<file path="config.mk">
export PLATFORM = sky130hd
export DESIGN_NAME = fragment_context_table_core
export DESIGN_NICKNAME = d
export VERILOG_FILES = /design/src/design/fct_pkg.sv /design/src/design/fct_held_store.sv /design/src/design/fct_result_out.sv /design/src/design/fragment_context_table_core.sv
export SDC_FILE = /design/constraint.sdc
export NUM_CORES = 2
export LEC_CHECK = 0
export BUFFER_PORTS_ARGS = -buffer_cell sky130_fd_sc_hd__clkbuf_2
export CAP_MARGIN = 10
export CORE_MARGIN = 8
export CORE_UTILIZATION = 60
export CTS_CLUSTER_DIAMETER = 60
export CTS_CLUSTER_SIZE = 10
export DETAILED_ROUTE_END_ITERATION = 6
export PLACE_DENSITY = 0.73
export SLEW_MARGIN = 20
export SYNTH_ARGS = -nofsm -noshare
export SYNTH_HDL_FRONTEND = slang
export SYNTH_SLANG_ARGS = --single-unit
</file>
<file path="constraint.sdc">
create_clock -name clk -period 13.8 [get_ports clk]
set_input_delay 1.38 -clock clk [delete_from_list [all_inputs] [get_ports clk]]
set_output_delay 1.38 -clock clk [all_outputs]
set_load 0.01 [all_outputs]
</file>
<file path="src/design/fct_pkg.sv">
// fct_pkg: shared types, codes and defaults of the fragment context table
// used by every file of the design folder, no dependencies
package fct_pkg;

  localparam int MAX_CONTEXTS_DEF      = 8;
  localparam int FRAGS_PER_CONTEXT_DEF = 8;
  localparam int RESULT_CAP            = 64;
  localparam int CAP_W                 = 7;
  localparam int HELD_W                = 27;
  localparam int IN_TDATA_W            = 136;
  localparam int OUT_TDATA_W           = 48;

  localparam logic [3:0] ACT_DELIVERED   = 4'd0;
  localparam logic [3:0] ACT_DITCHED     = 4'd1;
  localparam logic [3:0] ACT_HELD        = 4'd2;
  localparam logic [3:0] ACT_DROP_FULL   = 4'd3;
  localparam logic [3:0] ACT_BL_DELIVER  = 4'd4;
  localparam logic [3:0] ACT_BL_DISCARD  = 4'd5;
  localparam logic [3:0] ACT_EVICT_REL   = 4'd6;
  localparam logic [3:0] ACT_EXPIRE_REL  = 4'd7;
  localparam logic [3:0] ACT_NOTHING     = 4'd8;

  localparam logic [1:0] MODE_WAIT    = 2'd0;
  localparam logic [1:0] MODE_DISCARD = 2'd1;
  localparam logic [1:0] MODE_HANDLE  = 2'd2;

  localparam logic CFG_TIMEOUT = 1'b0;
  localparam logic CFG_LIMIT   = 1'b1;

  typedef enum logic [3:0] {
    ST_IDLE, ST_LOOK, ST_INIT, ST_DMX, ST_ACT,
    ST_LRD, ST_LEM, ST_TICK, ST_TNXT, ST_FIN
  } state_t;

  typedef struct packed {
    logic [31:0] source_addr;
    logic [31:0] dest_addr;
    logic [7:0]  protocol;
    logic [15:0] ident;
    logic [1:0]  demux_kind;
    logic [15:0] demux_handle;
    logic [15:0] frag_ref;
    logic [10:0] header_size;
  } item_t;

  typedef struct packed {
    logic [3:0]  action;
    logic [15:0] client_handle;
    logic [15:0] frag_ref;
    logic [10:0] header_size;
    logic [2:0]  context_slot;
  } result_t;

  typedef struct packed {
    logic push;
    logic fin;
  } res_ctl_t;

endpackage

</file>
<file path="src/design/fct_held_store.sv">
// fct_held_store: memory of held fragment descriptors, one row per context
// and list place; registered read. depends on fct_pkg
module fct_held_store #(
  parameter int DEPTH = fct_pkg::MAX_CONTEXTS_DEF * fct_pkg::FRAGS_PER_CONTEXT_DEF,
  parameter int AW    = $clog2(DEPTH)
) (
  input  logic                      clk,
  input  logic                      wr_en,
  input  logic [AW-1:0]             wr_addr,
  input  logic [fct_pkg::HELD_W-1:0] wr_data,
  input  logic [AW-1:0]             rd_addr,
  output logic [fct_pkg::HELD_W-1:0] rd_data
);

  logic [fct_pkg::HELD_W-1:0] mem [DEPTH];
  logic [fct_pkg::HELD_W-1:0] rd_data_r;

  always_ff @(posedge clk) begin
    if (wr_en) begin
      mem[wr_addr] <= wr_data;
    end
    rd_data_r <= mem[rd_addr];
  end

  assign rd_data = rd_data_r;

endmodule

</file>
<file path="src/design/fct_result_out.sv">
// fct_result_out: one pending result plus the output register; marks last
// and caps results per item. depends on fct_pkg
module fct_result_out (
  input  logic                              clk,
  input  logic                              rst_n,
  input  fct_pkg::res_ctl_t                 ctl,
  input  fct_pkg::result_t                  res,
  output logic                              can_take,
  output logic                              out_tvalid,
  input  logic                              out_tready,
  output logic [fct_pkg::OUT_TDATA_W-1:0]   out_tdata,
  output logic [3:0]                        out_tuser,
  output logic                              out_tlast
);

  fct_pkg::result_t           pend_r, obuf_r;
  logic                       pend_v_r, out_v_r, last_r;
  logic [fct_pkg::CAP_W-1:0]  cnt_r;
  logic                       take_out;

  assign take_out = out_v_r && out_tready;
  // closing an item always loads the output register, so it needs that register free
  assign can_take = !out_v_r || out_tready || (!pend_v_r && !ctl.fin);

  always_ff @(posedge clk) begin
    if (!rst_n) begin
      pend_v_r <= 1'b0;
      out_v_r  <= 1'b0;
      cnt_r    <= '0;
    end else begin
      if (take_out) begin
        out_v_r <= 1'b0;
      end
      if (ctl.fin && can_take) begin
        out_v_r  <= 1'b1;
        pend_v_r <= 1'b0;
        cnt_r    <= '0;
      end else if (ctl.push && can_take && cnt_r != fct_pkg::CAP_W'(fct_pkg::RESULT_CAP)) begin
        cnt_r    <= cnt_r + 1'b1;
        pend_v_r <= 1'b1;
        if (pend_v_r) begin
          out_v_r <= 1'b1;
        end
      end
    end
  end

  always_ff @(posedge clk) begin
    if (ctl.fin && can_take) begin
      last_r <= 1'b1;
      if (pend_v_r) begin
        obuf_r <= pend_r;
      end else begin
        obuf_r <= '{action: fct_pkg::ACT_NOTHING, default: '0};
      end
    end else if (ctl.push && can_take && cnt_r != fct_pkg::CAP_W'(fct_pkg::RESULT_CAP)) begin
      pend_r <= res;
      if (pend_v_r) begin
        obuf_r <= pend_r;
        last_r <= 1'b0;
      end
    end
  end

  assign out_tvalid = out_v_r;
  assign out_tuser  = obuf_r.action;
  assign out_tlast  = last_r;
  assign out_tdata  = {2'b00, obuf_r.context_slot, obuf_r.header_size,
                       obuf_r.frag_ref, obuf_r.client_handle};

endmodule

</file>
<file path="src/design/fragment_context_table_core.sv">
// fragment_context_table_core: top level, context registers and sequencer
// depends on fct_pkg, fct_held_store, fct_result_out
//
// channel | direction | transfer contents
// in_     | slave     | tuser func, tdata fragment key, demux, descriptor
// out_    | master    | tuser action, tdata handle, descriptor, slot; tlast
// cfg_    | write     | index 0 timeout_ticks, 1 active_context_limit
//
// one item at a time: after the input transfer a fragment is looked up, set up
// anew on a miss, and walks a descriptor list on an eviction, restart or backlog
// flush, with a result pushed per released or flushed descriptor; a tick visits
// every context and releases the descriptors of each expired one, each read
// going through the registered descriptor memory.
// reset is synchronous, no clearing pass; a stalled output holds the sequencer.
module fragment_context_table_core #(
  parameter int MAX_CONTEXTS      = fct_pkg::MAX_CONTEXTS_DEF,
  parameter int FRAGS_PER_CONTEXT = fct_pkg::FRAGS_PER_CONTEXT_DEF
) (
  input  logic                              clk,
  input  logic                              rst_n,
  input  logic                              in_tvalid,
  output logic                              in_tready,
  // source_addr, dest_addr, protocol, ident, demux_kind, demux_handle,
  // frag_ref, header_size, zero fill
  input  logic [fct_pkg::IN_TDATA_W-1:0]    in_tdata,
  input  logic                              in_tuser,   // func
  output logic                              out_tvalid,
  input  logic                              out_tready,
  // client_handle, out_frag_ref, out_header_size, context_slot, zero fill
  output logic [fct_pkg::OUT_TDATA_W-1:0]   out_tdata,
  output logic [3:0]                        out_tuser,  // action
  output logic                              out_tlast,  // last
  input  logic                              cfg_wr_en,
  input  logic                              cfg_addr,
  input  logic [15:0]                       cfg_wr_data
);

  localparam int SW    = $clog2(MAX_CONTEXTS);
  localparam int CW    = $clog2(FRAGS_PER_CONTEXT + 1);
  localparam int NW    = $clog2(MAX_CONTEXTS + 1);
  localparam int DEPTH = MAX_CONTEXTS * FRAGS_PER_CONTEXT;
  localparam int AW    = $clog2(DEPTH);

  logic [15:0] timeout_r;
  logic [3:0]  limit_r;

  logic          valid_r  [MAX_CONTEXTS];
  logic [31:0]   src_r    [MAX_CONTEXTS];
  logic [31:0]   dst_r    [MAX_CONTEXTS];
  logic [7:0]    proto_r  [MAX_CONTEXTS];
  logic [15:0]   ident_r  [MAX_CONTEXTS];
  logic [1:0]    mode_r   [MAX_CONTEXTS];
  logic [15:0]   handle_r [MAX_CONTEXTS];
  logic [15:0]   remain_r [MAX_CONTEXTS];
  logic [SW-1:0] rec_r    [MAX_CONTEXTS];
  logic [CW-1:0] cnt_r    [MAX_CONTEXTS];

  fct_pkg::state_t st_r, st_nxt, after_r, after_nxt;
  fct_pkg::item_t  it_r;
  logic [1:0]      kind_r;
  logic            func_r;
  logic [SW-1:0]   slot_r, slot_nxt, op_slot;
  logic [CW-1:0]   idx_r, idx_nxt, n_r, n_nxt;
  logic [3:0]      lact_r, lact_nxt;
  logic            lrel_r, lrel_nxt;

  // strobes into the context registers
  logic do_refresh, do_init, do_clr, do_cnt_clr, do_mode, do_cnt_inc, do_tick;
  logic mem_we;

  fct_pkg::res_ctl_t ctl;
  fct_pkg::result_t  res;
  logic              can_take;

  logic [15:0] eff_to;
  logic [NW-1:0] lim, nvalid;
  logic          hit, free_f, vict_f;
  logic [SW-1:0] hit_s, free_s, vict_s;
  logic [AW-1:0] addr;
  logic [fct_pkg::HELD_W-1:0] rd_data;

  assign eff_to    = (timeout_r == '0) ? 16'd1 : timeout_r;
  assign in_tready = (st_r == fct_pkg::ST_IDLE);

  always_comb begin
    if (limit_r == '0) begin
      lim = NW'(1);
    end else if (int'(limit_r) > MAX_CONTEXTS) begin
      lim = NW'(MAX_CONTEXTS);
    end else begin
      lim = NW'(limit_r);
    end
  end

  // parallel key match, most recent free slot, least recent valid slot
  always_comb begin
    hit = 1'b0; hit_s = '0;
    free_f = 1'b0; free_s = '0;
    vict_f = 1'b0; vict_s = '0;
    nvalid = '0;
    for (int s = 0; s < MAX_CONTEXTS; s++) begin
      if (valid_r[s]) begin
        nvalid = nvalid + 1'b1;
      end
      if (!hit && valid_r[s] && src_r[s] == it_r.source_addr && dst_r[s] == it_r.dest_addr &&
          proto_r[s] == it_r.protocol && ident_r[s] == it_r.ident) begin
        hit = 1'b1; hit_s = SW'(s);
      end
      if (!valid_r[s] && (!free_f || rec_r[s] < rec_r[free_s])) begin
        free_f = 1'b1; free_s = SW'(s);
      end
      if (valid_r[s] && (!vict_f || rec_r[s] > rec_r[vict_s])) begin
        vict_f = 1'b1; vict_s = SW'(s);
      end
    end
  end

  always_comb begin
    st_nxt = st_r; after_nxt = after_r; slot_nxt = slot_r;
    idx_nxt = idx_r; n_nxt = n_r; lact_nxt = lact_r; lrel_nxt = lrel_r;
    op_slot = slot_r;
    do_refresh = 1'b0; do_init = 1'b0; do_clr = 1'b0; do_cnt_clr = 1'b0;
    do_mode = 1'b0; do_cnt_inc = 1'b0; do_tick = 1'b0; mem_we = 1'b0;
    ctl = '0;
    res = '0;
    addr = AW'(int'(slot_r) * FRAGS_PER_CONTEXT + int'(idx_r));
    unique case (st_r)
      fct_pkg::ST_IDLE: begin
        if (in_tvalid) begin
          slot_nxt = '0;
          st_nxt = in_tuser ? fct_pkg::ST_TICK : fct_pkg::ST_LOOK;
        end
      end
      fct_pkg::ST_LOOK: begin
        if (hit) begin
          op_slot = hit_s; slot_nxt = hit_s; do_refresh = 1'b1;
          st_nxt = fct_pkg::ST_DMX;
        end else if (nvalid >= lim) begin
          slot_nxt = vict_s; n_nxt = cnt_r[vict_s]; idx_nxt = '0;
          lact_nxt = fct_pkg::ACT_EVICT_REL; lrel_nxt = 1'b1;
          after_nxt = fct_pkg::ST_INIT; st_nxt = fct_pkg::ST_LRD;
        end else begin
          slot_nxt = free_s; st_nxt = fct_pkg::ST_INIT;
        end
      end
      fct_pkg::ST_INIT: begin
        do_init = 1'b1; st_nxt = fct_pkg::ST_DMX;
      end
      fct_pkg::ST_DMX: begin
        st_nxt = fct_pkg::ST_ACT;
        if (kind_r != fct_pkg::MODE_WAIT) begin
          if (mode_r[slot_r] != fct_pkg::MODE_WAIT) begin
            // demux info while demux set: kill and recreate in place
            n_nxt = cnt_r[slot_r]; idx_nxt = '0;
            lact_nxt = fct_pkg::ACT_EVICT_REL; lrel_nxt = 1'b1;
            after_nxt = fct_pkg::ST_INIT; st_nxt = fct_pkg::ST_LRD;
          end else begin
            do_mode = 1'b1;
          end
        end
      end
      fct_pkg::ST_ACT: begin
        res.frag_ref = it_r.frag_ref;
        res.header_size = it_r.header_size;
        res.context_slot = 3'(slot_r);
        addr = AW'(int'(slot_r) * FRAGS_PER_CONTEXT + int'(cnt_r[slot_r]));
        case (mode_r[slot_r])
          fct_pkg::MODE_DISCARD: res.action = fct_pkg::ACT_DITCHED;
          fct_pkg::MODE_HANDLE: begin
            res.action = fct_pkg::ACT_DELIVERED;
            res.client_handle = handle_r[slot_r];
          end
          default: begin
            if (int'(cnt_r[slot_r]) < FRAGS_PER_CONTEXT) begin
              res.action = fct_pkg::ACT_HELD;
            end else begin
              res.action = fct_pkg::ACT_DROP_FULL;
            end
          end
        endcase
        ctl.push = 1'b1;
        if (can_take) begin
          if (res.action == fct_pkg::ACT_HELD) begin
            mem_we = 1'b1; do_cnt_inc = 1'b1;
          end
          if (kind_r != fct_pkg::MODE_WAIT) begin
            n_nxt = cnt_r[slot_r]; idx_nxt = '0; lrel_nxt = 1'b0;
            lact_nxt = (mode_r[slot_r] == fct_pkg::MODE_HANDLE) ?
                       fct_pkg::ACT_BL_DELIVER : fct_pkg::ACT_BL_DISCARD;
            after_nxt = fct_pkg::ST_FIN; st_nxt = fct_pkg::ST_LRD;
          end else begin
            st_nxt = fct_pkg::ST_FIN;
          end
        end
      end
      fct_pkg::ST_LRD: begin
        if (idx_r == n_r) begin
          if (lrel_r) begin
            do_clr = 1'b1;
          end else begin
            do_cnt_clr = 1'b1;
          end
          st_nxt = after_r;
        end else begin
          st_nxt = fct_pkg::ST_LEM;
        end
      end
      fct_pkg::ST_LEM: begin
        res.action = lact_r;
        res.client_handle = (lact_r == fct_pkg::ACT_BL_DELIVER) ? handle_r[slot_r] : 16'd0;
        res.frag_ref = rd_data[26:11];
        res.header_size = rd_data[10:0];
        res.context_slot = 3'(slot_r);
        ctl.push = 1'b1;
        if (can_take) begin
          idx_nxt = CW'(idx_r + 1'b1);
          st_nxt = fct_pkg::ST_LRD;
        end
      end
      fct_pkg::ST_TICK: begin
        st_nxt = fct_pkg::ST_TNXT;
        if (valid_r[slot_r]) begin
          do_tick = 1'b1;
          if (remain_r[slot_r] <= 16'd1) begin
            n_nxt = cnt_r[slot_r]; idx_nxt = '0;
            lact_nxt = fct_pkg::ACT_EXPIRE_REL; lrel_nxt = 1'b1;
            after_nxt = fct_pkg::ST_TNXT; st_nxt = fct_pkg::ST_LRD;
          end
        end
      end
      fct_pkg::ST_TNXT: begin
        if (int'(slot_r) == MAX_CONTEXTS - 1) begin
          st_nxt = fct_pkg::ST_FIN;
        end else begin
          slot_nxt = SW'(slot_r + 1'b1);
          st_nxt = fct_pkg::ST_TICK;
        end
      end
      fct_pkg::ST_FIN: begin
        ctl.fin = 1'b1;
        if (can_take) begin
          st_nxt = fct_pkg::ST_IDLE;
        end
      end
      default: st_nxt = fct_pkg::ST_IDLE;
    endcase
  end

  always_ff @(posedge clk) begin
    if (!rst_n) begin
      st_r      <= fct_pkg::ST_IDLE;
      after_r   <= fct_pkg::ST_IDLE;
      timeout_r <= 16'd60;
      limit_r   <= 4'd5;
    end else begin
      st_r    <= st_nxt;
      after_r <= after_nxt;
      if (cfg_wr_en) begin
        unique case (cfg_addr)
          fct_pkg::CFG_TIMEOUT: timeout_r <= cfg_wr_data;
          fct_pkg::CFG_LIMIT:   limit_r   <= cfg_wr_data[3:0];
          default: ;
        endcase
      end
    end
  end

  always_ff @(posedge clk) begin
    slot_r <= slot_nxt;
    idx_r  <= idx_nxt;
    n_r    <= n_nxt;
    lact_r <= lact_nxt;
    lrel_r <= lrel_nxt;
    if (in_tvalid && in_tready) begin
      // source_addr sits in the lowest bits of tdata but in the highest bits of the struct
      it_r   <= {in_tdata[31:0], in_tdata[63:32], in_tdata[71:64], in_tdata[87:72],
                 in_tdata[89:88], in_tdata[105:90], in_tdata[121:106], in_tdata[132:122]};
      func_r <= in_tuser;
      kind_r <= (in_tdata[89:88] == 2'd3) ? fct_pkg::MODE_WAIT : in_tdata[89:88];
    end
  end

  // control part of the context table
  always_ff @(posedge clk) begin
    if (!rst_n) begin
      for (int s = 0; s < MAX_CONTEXTS; s++) begin
        valid_r[s]  <= 1'b0;
        mode_r[s]   <= fct_pkg::MODE_WAIT;
        remain_r[s] <= '0;
        rec_r[s]    <= SW'(s);
        cnt_r[s]    <= '0;
      end
    end else begin
      if (do_refresh || do_init) begin
        for (int s = 0; s < MAX_CONTEXTS; s++) begin
          if (rec_r[s] < rec_r[op_slot]) begin
            rec_r[s] <= rec_r[s] + 1'b1;
          end
        end
        rec_r[op_slot]    <= '0;
        remain_r[op_slot] <= eff_to;
      end
      if (do_init) begin
        valid_r[op_slot] <= 1'b1;
        mode_r[op_slot]  <= fct_pkg::MODE_WAIT;
        cnt_r[op_slot]   <= '0;
      end
      if (do_clr) begin
        valid_r[op_slot] <= 1'b0;
        cnt_r[op_slot]   <= '0;
      end
      if (do_cnt_clr) begin
        cnt_r[op_slot] <= '0;
      end
      if (do_cnt_inc) begin
        cnt_r[op_slot] <= cnt_r[op_slot] + 1'b1;
      end
      if (do_mode) begin
        mode_r[op_slot] <= kind_r;
      end
      if (do_tick && remain_r[op_slot] != '0) begin
        remain_r[op_slot] <= remain_r[op_slot] - 1'b1;
      end
    end
  end

  // key and handle payload
  always_ff @(posedge clk) begin
    if (do_init) begin
      src_r[op_slot]    <= it_r.source_addr;
      dst_r[op_slot]    <= it_r.dest_addr;
      proto_r[op_slot]  <= it_r.protocol;
      ident_r[op_slot]  <= it_r.ident;
      handle_r[op_slot] <= '0;
    end
    if (do_mode && kind_r == fct_pkg::MODE_HANDLE && !func_r) begin
      handle_r[op_slot] <= it_r.demux_handle;
    end
  end

  fct_held_store #(
    .DEPTH (DEPTH),
    .AW    (AW)
  ) u_held (
    .clk     (clk),
    .wr_en   (mem_we),
    .wr_addr (addr),
    .wr_data ({it_r.frag_ref, it_r.header_size}),
    .rd_addr (addr),
    .rd_data (rd_data)
  );

  fct_result_out u_res (
    .clk        (clk),
    .rst_n      (rst_n),
    .ctl        (ctl),
    .res        (res),
    .can_take   (can_take),
    .out_tvalid (out_tvalid),
    .out_tready (out_tready),
    .out_tdata  (out_tdata),
    .out_tuser  (out_tuser),
    .out_tlast  (out_tlast)
  );

endmodule
</file>
==> qor.log <==
INFO  die            die_area=222,000um2
INFO  placement      gp_congestion=0.947
INFO  pwr            pwr_density_cell=209nW/um2
INFO  pwr            leakage=44.0nW
INFO  placement      port-buffer-count=208
INFO  critical_path  critical_path.max_fanout=11
INFO  pwr            intPower=18.7mW
INFO  die            row_count=167
INFO  synth          synth_flop_cell=sky130_fd_sc_hd__edfxtp_1
INFO  cts            h_tree_level_count=5
INFO  timing         totalNegativeSetupSlack=0ps
INFO  finish         post-route-util=0.676
INFO  die            die_width=472um
INFO  detailed_routing ant_nets=0
INFO  pwr            share_of_power_burned_in_combinational_logic=0.319
INFO  global_route   grt_pass1_wl=535mm
INFO  pwr            ir_drop_worst_vdd=0.413mV
INFO  synth          synth-edff-count=2,983
INFO  global_route   number_of_antenna_violations_at_the_first_check_in_global_routing=10
INFO  detailed_routing wl_per_cell=33.7um
INFO  timing         report.final.setup_viol=0
INFO  critical_path  path_class=flop to flop
INFO  die            ios=214
INFO  timing         rsz0062_at_grt=false
INFO  die            core_area=207,000um2
INFO  synth          synthesis.area=125,000um2
INFO  critical_path  cp.buffers_inverters=4
INFO  critical_path  critical-path-max-stage-delay=540ps
INFO  global_route   grt_util_met1=0.447
INFO  pwr            power.share.sequential=0.398
INFO  pwr            power.share.switching=0.361
INFO  critical_path  slowest_cp_cell=sky130_fd_sc_hd__dfxtp_1
INFO  timing         fin_worst_skew=99.2ps
INFO  global_route   grt.busiest_layer=met2
INFO  detailed_routing drc=0
INFO  timing         worst_pin_slew=1230ps
INFO  global_route   grt_max_degree=129
INFO  critical_path  cp_data_required_time=14,540ps
INFO  placement      place_area=130,000um2
INFO  cts            cts_buffers=365
INFO  global_route   grt.overflow.total=0
INFO  cts            clk_root_buffer_cell=sky130_fd_sc_hd__clkbuf_16
INFO  die            initial_core_util=0.603
INFO  timing         final_min_period_over_clock_period=0.903
INFO  timing         period_minus_slack=12,470ps
INFO  critical_path  crit_arrival=13,210ps
INFO  synth          post_synth_inst_count=7,990
INFO  run_status     outcome=finished clean
INFO  synth          synth_top_area_frac=0.719
INFO  placement      hpwl=224mm
INFO  global_route   grt_util_all_layers=0.329
INFO  global_route   grt_util_met2=0.512
INFO  synth          synth_top_cell_by_area=sky130_fd_sc_hd__edfxtp_1
INFO  detailed_routing routed-via-count=78,200
INFO  pwr            power_frac_clock=0.283
INFO  timing         max-slew-margin-rel=0.180
INFO  cts            clock_insertion_delay_worst_skew=970ps
INFO  cts            tritoncts_num_sinks=3,082
INFO  pwr            switchingPower=10.5mW
INFO  timing         slew_viol_final=0
INFO  critical_path  cp_common_cell=sky130_fd_sc_hd__a21oi_1
INFO  synth          async_flop_share=0
INFO  worst_hold_path hold_path_class=flop to flop
INFO  synth          synth.ff_latch_count=3,082
INFO  detailed_routing drt-initial-drc-count=11,200
INFO  critical_path  cpLargestDelayFamily=compound AO/OA/AOI/OAI gates
INFO  detailed_routing drt_wl_total=379mm
INFO  timing         report.final.hold_viol_count=0
INFO  synth          mean_instance_size_in_the_synthesized_netlist=15.6um2
INFO  detailed_routing dr.pass1.iters=6
INFO  synth          post_synth_num_cell_types=102
INFO  detailed_routing via_cell_ratio=6.97
INFO  cts            tritoncts_clock_tree=built
INFO  run            max-cap-violations=0
INFO  synth          yosys-top-cells-area=sky130_fd_sc_hd__edfxtp_1 72%, sky130_fd_sc_hd__a22oi_1 5.4%, sky130_fd_sc_hd__xnor2_1 3.0%, sky130_fd_sc_hd__nand4_1 2.0%, sky130_fd_sc_hd__nand2b_1 1.9%
INFO  timing         hold-worst-slack=460ps
INFO  critical_path  critPathCaptureType=flop
INFO  synth          ys_seq_area_frac=0.735
INFO  global_route   grt_use_met3=0.0597
INFO  finish         flow.area_growth_from_synthesis=12.1%
INFO  global_route   grt_pass1_vias=75,300
INFO  critical_path  start_kind=flop
INFO  timing         achievable_clock_frequency=80.2MHz
INFO  finish         layout-drive-gt1-share=0.129
INFO  synth          ys_warn_count=0
INFO  cts            clk_pin_slew_worst_paths=60ps
INFO  die            floorplan.die.height=472um
INFO  finish         finalNetCount=8,652
INFO  cts            cts_max_path_buffers=4
INFO  finish         postLayoutCellArea=140,000um2
-- cell usage after synthesis, types with 132 or more instances --
cell / n
sky130_fd_sc_hd__a21oi_1: 189
sky130_fd_sc_hd__a22oi_1: 888
sky130_fd_sc_hd__clkbuf_1: 296
sky130_fd_sc_hd__edfxtp_1: 2983
sky130_fd_sc_hd__inv_1: 147
sky130_fd_sc_hd__mux2i_1: 132
sky130_fd_sc_hd__nand2_1: 233
sky130_fd_sc_hd__nand2b_1: 374
sky130_fd_sc_hd__nand4_1: 402
sky130_fd_sc_hd__nor2_1: 416
sky130_fd_sc_hd__nor4_1: 133
sky130_fd_sc_hd__xnor2_1: 422
-- routing by layer --
metal  wire length (um)  part of all wire
met1             139000              0.37
met3              41600              0.11
met2             174000              0.46
met5                 30          0.000079
met4              25000             0.066
-- flip-flops by register name (all words and copies together) (netlist names), 7 cells and up, named ones only --
signal,flops
u_held.mem,1728
dst_r,256
src_r,256
it_r,131
handle_r,128
ident_r,128
remain_r,128
proto_r,64
u_res.pend_r,49
u_res.out_tdata,46
cnt_r,32
u_held.rd_data,27
rec_r,24
mode_r,16
timeout_r,16
valid_r,8
u_res.cnt_r,7
-- repair_timing --
action,CTS,global route
hold buffers,0,0
setup endpoints to repair,0,4
resized for setup,0,3
buffers inserted,0,0
-- path summary, 6_finish.rpt --
path | startpoint | to | slack (ps) | cells past startpoint
hold reg to reg | after_r[3] | after_r[3] | 460 | 2
setup / recovery | rec_r[1][1] | n_r[0] | 1330 | 66
setup reg to reg | rec_r[1][1] | n_r[0] | 1330 | 66
hold / removal | after_r[3] | after_r[3] | 460 | 2
-- placed cells by master (no fill, tap or decap), types with 83 or more instances in the layout --
cell	n
sky130_fd_sc_hd__nor2b_1	86
sky130_fd_sc_hd__mux2i_1	132
sky130_fd_sc_hd__nand2_1	231
sky130_fd_sc_hd__xor2_1	108
sky130_fd_sc_hd__buf_4	246
sky130_fd_sc_hd__nand2b_1	374
sky130_fd_sc_hd__a22oi_1	888
sky130_fd_sc_hd__inv_1	147
sky130_fd_sc_hd__a41oi_1	101
sky130_fd_sc_hd__nor3_1	91
sky130_fd_sc_hd__a21oi_1	188
sky130_fd_sc_hd__nor4_1	133
sky130_fd_sc_hd__clkbuf_2	208
sky130_fd_sc_hd__clkbuf_16	368
sky130_fd_sc_hd__nand4_1	402
sky130_fd_sc_hd__dfxtp_1	95
sky130_fd_sc_hd__nand3_1	94
sky130_fd_sc_hd__edfxtp_1	2983
sky130_fd_sc_hd__xnor2_1	422
sky130_fd_sc_hd__ha_1	83
sky130_fd_sc_hd__nor2_1	336
-- layout make-up --
| cell class | count | area (um2) |
|---|---|---|
| flip-flops and latches | 3082 | 91600 |
| fillers | 13700 | 67000 |
| multi-input cells | 4350 | 31300 |
| clock buffers | 448 | 9530 |
| well taps | 2704 | 3380 |
| repair buffers | 463 | 3070 |
| inverters | 148 | 556 |
| clock inverters | 25 | 219 |
| diodes | 5 | 12.5 |
-- logic make-up (layout without fill, tap and decap cells) --
family | count (synthesis) | in the layout | synth area share
compound gates | 1541 | 1541 | 0.0914
xor+xnor | 531 | 531 | 0.0374
fa+ha+maj | 83 | 83 | 0.00834
buf+inv | 559 | 1084 | 0.0184
flops | 3082 | 3082 | 0.735
mux | 215 | 215 | 0.0232
other cells | 1 | 7 | 0.0000301
simple gates | 1978 | 1978 | 0.0860
-- power by group through the flow --
stage / combinational (mW) / clock [mW] / sequential (mW)
floorplan: 4.98 / 0 / 11.9
global placement: 8.89 / 0 / 11.8
detailed placement: 9.03 / 0 / 11.8
CTS: 9.08 / 8.30 / 11.6
global route: 9.65 / 8.63 / 11.7
finish: 9.32 / 8.25 / 11.6
-- per-stage QoR --
step	std cells	total power, mW	setup WS (ps)
6_report	11200	29.2	1330
5_1_grt	11200	29.9	121
4_1_cts	11200	29.0	983
3_5_place_dp	10700	20.8	1070
3_3_place_gp	10700	20.7	948
2_1_floorplan	7991	16.9	2710
-- worst reg2reg max path, delay by kind of cell, from the launching register on --
kind / cells / cell delay [ps]
AO/OA/AOI/OAI: 34 / 5620
AND/OR/NAND/NOR: 14 / 2140
adder cells (fa/ha/maj): 7 / 1890
multiplexers: 7 / 1500
buffers and inverters: 4 / 570
flip-flops: 1 / 540
(Power assumes the default switching activity.)
